<file path="config.mk">
export PLATFORM = sky130hd
export DESIGN_NAME = ebi_filter
export DESIGN_NICKNAME = d
export VERILOG_FILES = /design/src/hdl/ebi_pkg.sv /design/src/hdl/ebi_filter.sv
export SDC_FILE = /design/constraint.sdc
export NUM_CORES = 1
export LEC_CHECK = 0
export BUFFER_PORTS_ARGS = -buffer_cell sky130_fd_sc_hd__buf_4
export CAP_MARGIN = 20
export CORE_ASPECT_RATIO = 2
export CORE_MARGIN = 8
export CORE_UTILIZATION = 59
export DETAILED_ROUTE_END_ITERATION = 8
export PLACE_DENSITY = 0.84
export SYNTH_ARGS = -nofsm -noshare
export SYNTH_HDL_FRONTEND = slang
export SYNTH_SLANG_ARGS = --single-unit
</file>
<file path="constraint.sdc">
create_clock -name i_clk -period 10.1 [get_ports i_clk]
set_input_delay 1.515 -clock i_clk [delete_from_list [all_inputs] [get_ports i_clk]]
set_output_delay 1.515 -clock i_clk [all_outputs]
set_load 0.01 [all_outputs]
</file>
<file path="src/hdl/ebi_pkg.sv">
// ----------------------------------------------------------------------------
// ebi_pkg
// Shared types and constants of the edge-directed 5x5 Bayer interpolator.
// ----------------------------------------------------------------------------
`default_nettype none

package ebi_pkg;

    localparam int CFG_W = 12;
    localparam int ROW_W = 13;
    localparam int EXT_W = 15;
    localparam int WIN_N = 5;
    localparam int LINES = 4;

    localparam logic [0:0] REG_IMAGE_WIDTH  = 1'd0;
    localparam logic [0:0] REG_IMAGE_HEIGHT = 1'd1;

    localparam logic [CFG_W-1:0] RST_IMAGE_WIDTH  = 12'd1920;
    localparam logic [CFG_W-1:0] RST_IMAGE_HEIGHT = 12'd1080;

    typedef struct packed {
        logic inner;
        logic green;
        logic last;
    } t_flags;

endpackage

`default_nettype wire

</file>
<file path="src/hdl/ebi_filter.sv">
// ----------------------------------------------------------------------------
// ebi_filter
// Gradient comparison over the 5x5 window and the registered output word.
// ----------------------------------------------------------------------------
`default_nettype none

module ebi_filter
    import ebi_pkg::*;
#(
    parameter int PIXEL_BITS = 12
) (
    input  wire logic                            i_clk,
    input  wire logic                            i_rst_n,
    input  wire logic                            i_en,
    input  wire logic                            i_valid,
    input  wire t_flags                          i_flags,
    input  wire logic [WIN_N*WIN_N*PIXEL_BITS-1:0] i_window,
    output logic                                 o_valid,
    output logic [PIXEL_BITS:0]                  o_value,
    output logic                                 o_is_green,
    output logic                                 o_last
);

    localparam int PB = PIXEL_BITS;
    localparam int GW = PIXEL_BITS + 2;

    logic [PB-1:0] w [0:WIN_N-1][0:WIN_N-1];
    logic [GW-1:0] g_main;
    logic [GW-1:0] g_anti;
    logic [GW-1:0] g_ver;
    logic [GW-1:0] g_hor;
    logic [PB:0]   s_green;
    logic [PB:0]   s_rb;

    logic          r_valid;
    logic [PB:0]   r_value;
    logic          r_green;
    logic          r_last;

    function automatic logic [PB-1:0] absdiff(input logic [PB-1:0] a, input logic [PB-1:0] b);
        return (a > b) ? (a - b) : (b - a);
    endfunction

    always_comb begin
        for (int r = 0; r < WIN_N; r++) begin
            for (int k = 0; k < WIN_N; k++) begin
                w[r][k] = i_window[(r*WIN_N+k)*PB +: PB];
            end
        end
        g_main = GW'(absdiff(w[0][0], w[2][2])) + GW'(absdiff(w[4][4], w[2][2]))
               + GW'(absdiff(w[3][3], w[1][1]));
        g_anti = GW'(absdiff(w[0][4], w[2][2])) + GW'(absdiff(w[4][0], w[2][2]))
               + GW'(absdiff(w[3][1], w[1][3]));
        g_ver  = GW'(absdiff(w[4][2], w[0][2])) + GW'(absdiff(w[3][2], w[1][2]));
        g_hor  = GW'(absdiff(w[2][4], w[2][0])) + GW'(absdiff(w[2][3], w[2][1]));
        s_green = (g_main > g_anti) ? ({1'b0, w[3][1]} + {1'b0, w[1][3]})
                                    : ({1'b0, w[3][3]} + {1'b0, w[1][1]});
        s_rb    = (g_hor > g_ver)   ? ({1'b0, w[4][2]} + {1'b0, w[0][2]})
                                    : ({1'b0, w[2][4]} + {1'b0, w[2][0]});
    end

    always_ff @(posedge i_clk) begin
        if (!i_rst_n) begin
            r_valid <= 1'b0;
        end else if (i_en) begin
            r_valid <= i_valid && i_flags.inner;
        end
    end

    always_ff @(posedge i_clk) begin
        if (i_en) begin
            r_value <= i_flags.green ? s_green : s_rb;
            r_green <= i_flags.green;
            r_last  <= i_flags.last;
        end
    end

    assign o_valid    = r_valid;
    assign o_value    = r_value;
    assign o_is_green = r_green;
    assign o_last     = r_last;

endmodule

`default_nettype wire

</file>
==> results.sh, run 1 <==
export IMPL_combPwrFrac_pct=93.4
export IMPL_cts_inserted_buffers=3
export IMPL_place_hpwl_mm=46.5
export IMPL_status="finished, final reports clean"
export IMPL_clockBufferDepth=2
export IMPL_dpl_worst_slack_ns=0.813
export IMPL_netSwitchingPower_w=0.00209
export IMPL_worst_slew_pin_slew_ns=0.885
export IMPL_seq_power_share_pct=4.2
export IMPL_cts_tree="built"
export IMPL_drt_initial_drc_count=724
export IMPL_yosysWarnings=0
export IMPL_synth_edf_count=15
export IMPL_synth_cell_type_count=91
export IMPL_cp_required_ns=10.09
export IMPL_io_buffer_count=226
export IMPL_wl_mm=52.8
export IMPL_synth_top_area_share_pct=27.4
export IMPL_cts_resized=0
export IMPL_start_util_pct=59.8
export IMPL_endpoint_kind="register"
export IMPL_diodes=0
export IMPL_synth_seq_cells=16
export IMPL_power_frac_clock_pct=2.4
export IMPL_swShare_pct=55.4
export IMPL_cts_hold_buf=0
export IMPL_p_leak_nw=9.56
export IMPL_grt_setup_unrepaired="false"
export IMPL_synth_ff_type="edfxtp_1"
export IMPL_grt_pass1_vias=16600
export IMPL_final_antenna_net_count=0
export IMPL_max_freq_mhz=110
export IMPL_async_flop_share_pct=0
export IMPL_post_cts_buffers=0
export IMPL_gp_congestion=0.992
export IMPL_drc=0
export IMPL_synthesis_area_um2=16000
export IMPL_cp_common_cell="o21ai_0"
export IMPL_dr_pass1_iters=5
export IMPL_critical_path_max_stage_delay_ns=0.57
export IMPL_syn_nets=2819
export IMPL_hold_viol_final=0
export IMPL_fin_nets=3002
export IMPL_path_class="input port to register"
export IMPL_areaGrowthSynthToFinish_pct=12.6
export IMPL_reg2regPathDepth=2
export IMPL_detail_route_wl_per_cell_um=20.0
export IMPL_setup_viol=0
export IMPL_fin_crit_ns=9.13
export IMPL_cap_viol_max_count=0
export IMPL_dieArea_um2=33000
export IMPL_whs_path_depth=2
export IMPL_die_h_um=249
export IMPL_avgViaCountPerCell=5.95
export IMPL_vias=15700
export IMPL_grt_start_max_net_pins=28
export IMPL_grt_pass1_wl_mm=82.1
export IMPL_grtUsageTotal_pct=30.9
export IMPL_min_period_over_period_pct=90.4
export IMPL_skew_ns=0
export IMPL_power_density_nw_per_um2=209
export IMPL_synthTopCellsByArea="ha_1 (27%), inv_1 (8.3%), xnor2_1 (6.5%), fa_1 (6.5%), a21oi_1 (6.1%)"
export IMPL_internal_power_w=0.00169
export IMPL_io_pins=323
export IMPL_path_max_fanout=22
export IMPL_fill_cells=2390
export IMPL_ir_worst_vdd_v=0.000317
export IMPL_cp_start_kind="input port"
export IMPL_fin_ws_ns=0.970
export IMPL_syn_inst=2109
export IMPL_yosys_area_top_type="ha_1"
export IMPL_maxSlewViolCount=0
export IMPL_antenna_found_initial=0
export IMPL_hold_path_class="register to register"
export IMPL_worstPathArrival_ns=9.12
export IMPL_core_area_um2=26800
export IMPL_clock_root_buffer="clkbuf_16"
export IMPL_die_w_um=133
export IMPL_synth_area_per_cell_um2=7.60
export IMPL_cts_sinks=16
export IMPL_grt_ovfl_total=0
export IMPL_tns_ns=0
export IMPL_synth_seq_area_share_pct=2.93
export IMPL_clock_latency_ns=0.26
export IMPL_layout_drive_gt1_share_pct=13.1
export IMPL_rows=85
export IMPL_critical_path_slowest_cell="a21oi_4"
export IMPL_path_clk_slew_ns=0.06
export IMPL_relSlewSlack_pct=39.5
export IMPL_cts_htree_levels=1
==> cell type report <==
| type | count | area [um2] | share of cell area (%) |
|---|---|---|---|
| tap | 348 | 435 | 2.41 |
| timing repair buffer | 234 | 1760 | 9.73 |
| inverter | 358 | 1340 | 7.44 |
| multi-input combinational | 1679 | 14000 | 77.3 |
| clock buffer | 4 | 88.8 | 0.492 |
| sequential | 16 | 470 | 2.60 |
==> placed cells by master, fill, tap and decap left out, types with 23 or more instances in the layout <==
cell type / Yosys / final
a21o_1: 101 / 101
a21oi_1: 197 / 197
buf_4: 1 / 234
fa_1: 52 / 52
ha_1: 351 / 351
inv_1: 355 / 355
mux2i_1: 64 / 64
nand2_1: 76 / 76
nand2b_1: 23 / 23
nand3_1: 28 / 28
nor2_1: 108 / 108
nor2b_1: 37 / 37
nor3_1: 48 / 48
o21ai_0: 90 / 90
o21bai_1: 38 / 38
xnor2_1: 119 / 119
xor2_1: 52 / 52
==> cell usage after synthesis (11+ instances only) <==
library cell    n
fa_1           52
o21a_1         11
a221oi_1       11
nor2_1        108
a21oi_1       197
nand4_1        22
edfxtp_1       15
nor2b_1        37
nand3_1        28
nor3_1         48
and3_1         14
nand2b_1       23
a211oi_1       20
nand2_1        76
xor2_1         52
o21ai_1        11
xnor2_1       119
mux2_2         21
a21o_1        101
o21ai_0        90
o211ai_1       16
ha_1          351
inv_1         355
clkbuf_1       25
a21boi_0       12
mux2i_1        64
o21bai_1       38
buf_2          28
==> cell families (layout without fill, tap and decap cells) <==
family	after synthesis	in the layout	share of synthesized area, %
muxes	86	86	5.56
DFF	16	16	2.93
xor gates and xnor gates	171	171	9.34
adders and majority gates	403	403	33.9
buffers and inverters	414	596	9.99
and+or+nand+nor	412	412	13.0
AOI/OAI and AO/OA	607	607	25.3
==> metrics by stage <==
step | power [W] | std cells | util [%] | instance area [um2] | hold WS (ns)
after floorplan | 0.00265 | 2109 | - | 16000 | 0.497
after global placement | 0.00350 | 2635 | 67.1 | 18000 | 0.523
after detailed placement | 0.00363 | 2635 | 67.1 | 18000 | 0.515
after CTS | 0.00374 | 2639 | 67.4 | 18100 | 0.534
after global routing | 0.00411 | 2639 | 67.4 | 18100 | 0.566
final | 0.00378 | 2639 | 67.4 | 18100 | 0.529
==> metal layers <==
metal	track usage, %	vias up	part of all wire [%]
met4	30.6	0	11
met2	59.3	556	53
li1	-	7627	-
met3	3.80	219	3.9
met1	26.1	7304	32
met5	0	-	0
==> registers in the layout, summed over array words and instances (netlist names) <==
| signal | flops |
|---|---|
| o_value | 13 |
| o_last | 1 |
| o_is_green | 1 |
| o_valid | 1 |
==> critical path, delay by kind of cell <==
family,cells,cell delay (ns)
adders and majority gates,5,1.78
buffers and inverters,4,0.95
and+or+nand+nor,5,0.62
muxes,3,1.05
AOI/OAI and AO/OA,14,3.16
==> path summary, 6_finish.rpt <==
kind	start	endpoint	slack, ns
worst max-delay path	i_window[145]	o_value[12]	0.97
worst min-delay path	o_valid	o_valid	0.53
worst max register to register	o_valid	o_valid	9.44
worst min register to register	o_valid	o_valid	0.53
==> power groups by stage <==
stage | logic [W] | clock network, W | registers, W
2_1_floorplan | 0.00248 | 0 | 0.000164
3_3_place_gp | 0.00335 | 0 | 0.000157
3_5_place_dp | 0.00347 | 0 | 0.000157
4_1_cts | 0.00349 | 0.0000908 | 0.000156
5_1_grt | 0.00386 | 0.0000921 | 0.000158
6_report | 0.00353 | 0.0000921 | 0.000158
No activity file was read; power rests on OpenSTA's default activity.
==> run 2: changes to the inputs <==
--- a/config.mk
+++ b/config.mk
@@ -5,7 +5,7 @@
 export SDC_FILE = /design/constraint.sdc
 export NUM_CORES = 1
 export LEC_CHECK = 0
-export BUFFER_PORTS_ARGS = -buffer_cell sky130_fd_sc_hd__buf_4
+export BUFFER_PORTS_ARGS = -buffer_cell sky130_fd_sc_hd__buf_2
 export CAP_MARGIN = 20
 export CORE_ASPECT_RATIO = 2
 export CORE_MARGIN = 8
==> results.sh, run 2 (same netlist as run 1, synthesis figures left out) <==
export IMPL_status="finished, final reports clean"
export IMPL_cts_resized=0
export IMPL_fill_cells=2460
export IMPL_critical_path_slowest_cell="a21oi_4"
export IMPL_layout_commonest_cell="inv_1"
export IMPL_hold_path_class="register to register"
export IMPL_grt_setup_unrepaired="false"
export IMPL_clock_root_buffer="clkbuf_16"
export IMPL_drc=0
export IMPL_cts_htree_levels=1
export IMPL_maxSlewViolCount=0
export IMPL_min_period_over_period_pct=90.5
export IMPL_path_max_fanout=22
export IMPL_relSlewSlack_pct=43.2
export IMPL_drt_initial_drc_count=742
export IMPL_post_cts_buffers=0
export IMPL_max_freq_mhz=109
export IMPL_cts_sinks=16
export IMPL_grt_most_used_layer="met2"
export IMPL_gr_usage_met3_pct=4.06
export IMPL_cts_inserted_buffers=3
export IMPL_path_clk_slew_ns=0.06
export IMPL_power_frac_clock_pct=2.3
export IMPL_cp_start_kind="input port"
export IMPL_rrSetupSlack_ns=9.45
export IMPL_setup_viol=0
export IMPL_die_h_um=249
export IMPL_wl_mm=53.7
export IMPL_gr_usage_met1_pct=26.6
export IMPL_critical_path_max_stage_delay_ns=0.57
export IMPL_gp_congestion=0.970
export IMPL_fin_crit_ns=9.14
export IMPL_areaGrowthSynthToFinish_pct=9.03
export IMPL_skew_ns=0
export IMPL_cp_common_cell="o21ai_0"
export IMPL_worstPathArrival_ns=9.15
export IMPL_path_class="input port to register"
export IMPL_endpoint_kind="register"
export IMPL_largest_reg_flops=13
export IMPL_combPwrFrac_pct=93.4
export IMPL_dieArea_um2=33000
export IMPL_power_density_nw_per_um2=216
export IMPL_clockBufferDepth=2
export IMPL_tns_ns=0
export IMPL_io_pins=323
export IMPL_swShare_pct=56.2
export IMPL_ir_worst_vdd_v=0.000364
export IMPL_start_util_pct=59.8
export IMPL_hold_viol_final=0
export IMPL_grt_start_max_net_pins=28
export IMPL_die_w_um=133
export IMPL_p_leak_nw=9.36
export IMPL_rows=85
export IMPL_mostFrequentLayoutCells="inv_1 (355), ha_1 (351), buf_2 (226)"
export IMPL_clock_latency_ns=0.27
export IMPL_final_antenna_net_count=0
export IMPL_internal_power_w=0.00165
export IMPL_avgViaCountPerCell=6.01
export IMPL_fin_ws_ns=0.956
export IMPL_netSwitchingPower_w=0.00212
export IMPL_grt_pass1_wl_mm=83.3
export IMPL_seq_power_share_pct=4.3
export IMPL_dpl_cell_area_um2=17400
export IMPL_dr_pass1_iters=5
export IMPL_diodes=0
export IMPL_vias=15800
export IMPL_layout_drive_gt1_share_pct=13.1
export IMPL_finish_instance_area_um2=17500
export IMPL_place_hpwl_mm=46.8
export IMPL_grt_pass1_vias=16800
export IMPL_detail_route_wl_per_cell_um=20.3
export IMPL_r2r_start="o_valid"
export IMPL_grtUsageTotal_pct=31.4
export IMPL_cts_hold_buf=0
export IMPL_cap_viol_max_count=0
export IMPL_core_area_um2=26800
export IMPL_cp_required_ns=10.11
export IMPL_cts_tree="built"
export IMPL_grt_ovfl_total=0
export IMPL_worst_slew_pin_slew_ns=0.831
export IMPL_use_met2_pct=60.2
export IMPL_hp_start="o_valid"
export IMPL_antenna_found_initial=1
export IMPL_io_buffer_count=226
export IMPL_dpl_worst_slack_ns=0.837
export IMPL_cp_startpoint="i_window[145]"
export IMPL_fin_nets=3002
==> run 2: cell types whose count changed in the layout (fill, tap and decap cells not counted), sizes merged <==
cell	before	now
clkbuf	4	3
clkinv	1	2
==> run 2: final cells by class <==
cell class                 count  area, um2  share of cell area (%)
sequential                    16        470                    2.69
clock buffer                   3       75.1                   0.429
timing repair buffer         234       1190                    6.81
inverter                     358       1340                    7.69
clock inverter                 1       3.75                  0.0215
tap                          348        435                    2.49
multi-input combinational   1679      14000                    79.9
==> run 2: worst max-delay path: cells and delay by family <==
| kind | cells | cell delay [ns] |
|---|---|---|
| compound gates | 14 | 3.11 |
| fa+ha+maj | 5 | 1.77 |
| buf+inv | 4 | 1.04 |
| mux | 3 | 1.04 |
| simple gates | 5 | 0.65 |
==> run 2: power by group through the flow <==
stage	clock network (W)	registers, W	logic [W]
finish	0.0000867	0.000161	0.00353
CTS	0.0000870	0.000160	0.00345
global route	0.0000879	0.000163	0.00385
floorplan	0	0.000164	0.00248
global placement	0	0.000162	0.00327
detailed placement	0	0.000162	0.00341
==> run 2: final timing paths <==
kind / endpoint / depth (start not counted)
setup / recovery: o_value[12] / 31
hold / removal: o_valid / 2
setup reg to reg: o_valid / 2
hold reg to reg: o_valid / 2
==> run 2: layer usage <==
metal / share of wire [%] / vias to the layer above
met5: 0.022 / -
met4: 11 / 2
met3: 4.0 / 237
met2: 53 / 587
met1: 33 / 7387
li1: - / 7635
==> run 2: stage by stage <==
step | hold WS [ns] | utilization [%] | total power, W | std cells
finish | 0.522 | 65.2 | 0.00377 | 2639
global placement | 0.516 | 64.9 | 0.00344 | 2635
detailed placement | 0.510 | 64.9 | 0.00357 | 2635
CTS | 0.525 | 65.2 | 0.00369 | 2639
floorplan | 0.497 | - | 0.00265 | 2109
global route | 0.564 | 65.2 | 0.00411 | 2639
==> run 3: changes to the inputs <==
--- a/config.mk
+++ b/config.mk
@@ -5,11 +5,12 @@
 export SDC_FILE = /design/constraint.sdc
 export NUM_CORES = 1
 export LEC_CHECK = 0
+export ABC_AREA = 1
 export BUFFER_PORTS_ARGS = -buffer_cell sky130_fd_sc_hd__buf_2
 export CAP_MARGIN = 20
 export CORE_ASPECT_RATIO = 2
 export CORE_MARGIN = 8
-export CORE_UTILIZATION = 59
+export CORE_UTILIZATION = 61
 export DETAILED_ROUTE_END_ITERATION = 8
 export PLACE_DENSITY = 0.84
 export SYNTH_ARGS = -nofsm -noshare
==> results.sh, run 3 <==
export IMPL_async_flop_share_pct=0
export IMPL_synth_cell_type_count=39
export IMPL_drt_initial_drc_count=1690
export IMPL_synth_seq_cells=16
export IMPL_hp_start="o_valid"
export IMPL_synth_seq_area_share_pct=2.35
export IMPL_path_clk_slew_ns=0.06
export IMPL_post_cts_buffers=0
export IMPL_rows=94
export IMPL_io_pins=323
export IMPL_fin_crit_ns=7.40
export IMPL_cp_startpoint="i_window[145]"
export IMPL_detail_route_wl_per_cell_um=15.0
export IMPL_synth_area_per_cell_um2=5.80
export IMPL_skew_ns=0
export IMPL_cp_common_cell="nand2_1"
export IMPL_dpl_worst_slack_ns=2.50
export IMPL_synth_common_cells="nand2_1 (1036), inv_1 (679), ha_1 (351)"
export IMPL_synth_ff_type="edfxtp_1"
export IMPL_maxSlewViolCount=0
export IMPL_worstPathArrival_ns=7.41
export IMPL_cts_inserted_buffers=3
export IMPL_place_hpwl_mm=52.5
export IMPL_syn_nets=4159
export IMPL_layout_commonest_cell="nand2_1"
export IMPL_yosys_area_top_type="ha_1"
export IMPL_yosysWarnings=0
export IMPL_fin_nets=4310
export IMPL_io_buffer_count=226
export IMPL_syn_inst=3449
export IMPL_endpoint_kind="register"
export IMPL_hold_path_class="register to register"
export IMPL_reg2regPathDepth=2
export IMPL_cts_hold_buf=0
export IMPL_cts_resized=0
export IMPL_setup_viol=0
export IMPL_relSlewSlack_pct=54.3
export IMPL_whs_path_depth=2
export IMPL_die_h_um=272
export IMPL_critical_path_slowest_cell="fa_1"
export IMPL_wl_mm=60.6
export IMPL_cts_sinks=16
export IMPL_synthesis_area_um2=20000
export IMPL_critical_path_max_stage_delay_ns=0.56
export IMPL_cp_start_kind="input port"
export IMPL_final_seq_area_um2=470
export IMPL_final_cells=4033
export IMPL_ir_worst_vdd_v=0.000235
export IMPL_multiInputGateArea_um2=16300
export IMPL_areaGrowthSynthToFinish_pct=5.78
export IMPL_dr_pass1_iters=7
export IMPL_cts_htree_levels=1
export IMPL_r2r_start="o_valid"
export IMPL_p_leak_nw=13.1
export IMPL_finish_instance_area_um2=21200
export IMPL_grt_start_max_net_pins=19
export IMPL_vias=21700
export IMPL_path_max_fanout=14
export IMPL_synth_top_area_share_pct=22.0
export IMPL_synthTopCellsByArea="ha_1 (22%), nand2_1 (19%), inv_1 (13%), xor2_1 (8.0%), a21oi_1 (6.9%)"
export IMPL_cp_required_ns=10.11
export IMPL_mostFrequentLayoutCells="nand2_1 (1036), inv_1 (679), ha_1 (351)"
export IMPL_cap_viol_max_count=0
export IMPL_max_freq_mhz=135
export IMPL_grtUsageTotal_pct=30.2
export IMPL_clockBufferDepth=2
export IMPL_dpl_cell_count=4027
export IMPL_grt_setup_unrepaired="false"
export IMPL_core_area_um2=32600
export IMPL_fin_ws_ns=2.70
export IMPL_start_util_pct=61.4
export IMPL_largest_reg_flops=13
export IMPL_drc=0
export IMPL_status="finished, final reports clean"
export IMPL_final_antenna_net_count=0
export IMPL_antenna_found_initial=2
export IMPL_grt_pass1_vias=20500
export IMPL_grt_pass1_wl_mm=97.4
export IMPL_cts_tree="built"
export IMPL_min_period_over_period_pct=73.3
export IMPL_clock_latency_ns=0.26
export IMPL_synth_edf_count=15
export IMPL_gp_congestion=0.986
export IMPL_die_w_um=144
export IMPL_dieArea_um2=39200
export IMPL_layout_drive_gt1_share_pct=7.84
export IMPL_clock_root_buffer="clkbuf_16"
export IMPL_grt_ovfl_total=0
export IMPL_fill_cells=3331
export IMPL_avgViaCountPerCell=5.39
export IMPL_power_density_nw_per_um2=176
export IMPL_synth_most_common_cell="nand2_1"
export IMPL_dpl_cell_area_um2=21100
export IMPL_path_class="input port to register"
export IMPL_tns_ns=0
export IMPL_worst_slew_pin_slew_ns=0.679
export IMPL_hold_viol_final=0
## run 3: cell count changes after synthesis, moves of 37 or more
cell     before   now
nor2_1      108   188
nand2_1      76  1036
inv_1       355   679
nor2b_1      37     0
mux2i_1      64     0
o21ai_0      90   130
a21o_1      101    11
xor2_1       52   183
xnor2_1     119    30
a21oi_1     197   276
nand3_1      28   195
## run 3: worst max-delay path: cells and delay by family
family	cells	cell delay (ns)
and+or+nand+nor	19	1.89
adders and majority gates	4	1.71
buffers and inverters	5	1.07
xor gates and xnor gates	1	0.35
AOI/OAI and AO/OA	4	0.86
## run 3: routing by layer
layer  track usage, %  routed length, um  share of wire (%)
met5                0                 13              0.021
met3             3.60               4610                7.6
met4             7.32               1500                2.5
met2             48.9              27000                 44
met1             41.5              27500                 45
## run 3: cell families (layout without fill, tap and decap cells)
group	after synthesis	count (layout)	synth area share, %
xor gates and xnor gates	213	213	9.33
adders and majority gates	403	403	27.2
and+or+nand+nor	1545	1545	31.6
buffers and inverters	774	924	16.0
DFF	16	16	2.35
other	0	2	0
AOI/OAI and AO/OA	498	498	13.5
## run 3: final timing paths
kind	to	slack (ns)
max	o_value[8]	2.70
min	o_valid	0.57
max reg2reg	o_valid	9.42
min reg2reg	o_valid	0.57
## run 3: area by class of cell
type,instances,share of cell area (%)
clock inverters,1,0.0177
well taps,432,2.56
multi-input cells,2659,77.2
repair buffers,226,5.35
inverters,694,12.3
diodes,2,0.0237
clock buffers,3,0.355
flip-flops and latches,16,2.22
## run 3: metrics by stage
stage | total power [W] | hold slack, ns | utilization, %
after floorplan | 0.00279 | 0.555 | -
after global placement | 0.00347 | 0.530 | 64.7
after detailed placement | 0.00357 | 0.552 | 64.7
after CTS | 0.00368 | 0.568 | 64.9
after global routing | 0.00419 | 0.613 | 64.9
final | 0.00372 | 0.573 | 64.9
## run 3: report_power, final
group / switching (W) / total [W] / internal [W] / leakage (nW)
sequential: 0.0000175 / 0.000153 / 0.000135 / 0.155
clock: 0.0000291 / 0.0000819 / 0.0000528 / 0.0385
combinational: 0.00224 / 0.00349 / 0.00125 / 12.9
total: 0.00228 / 0.00372 / 0.00144 / 13.1
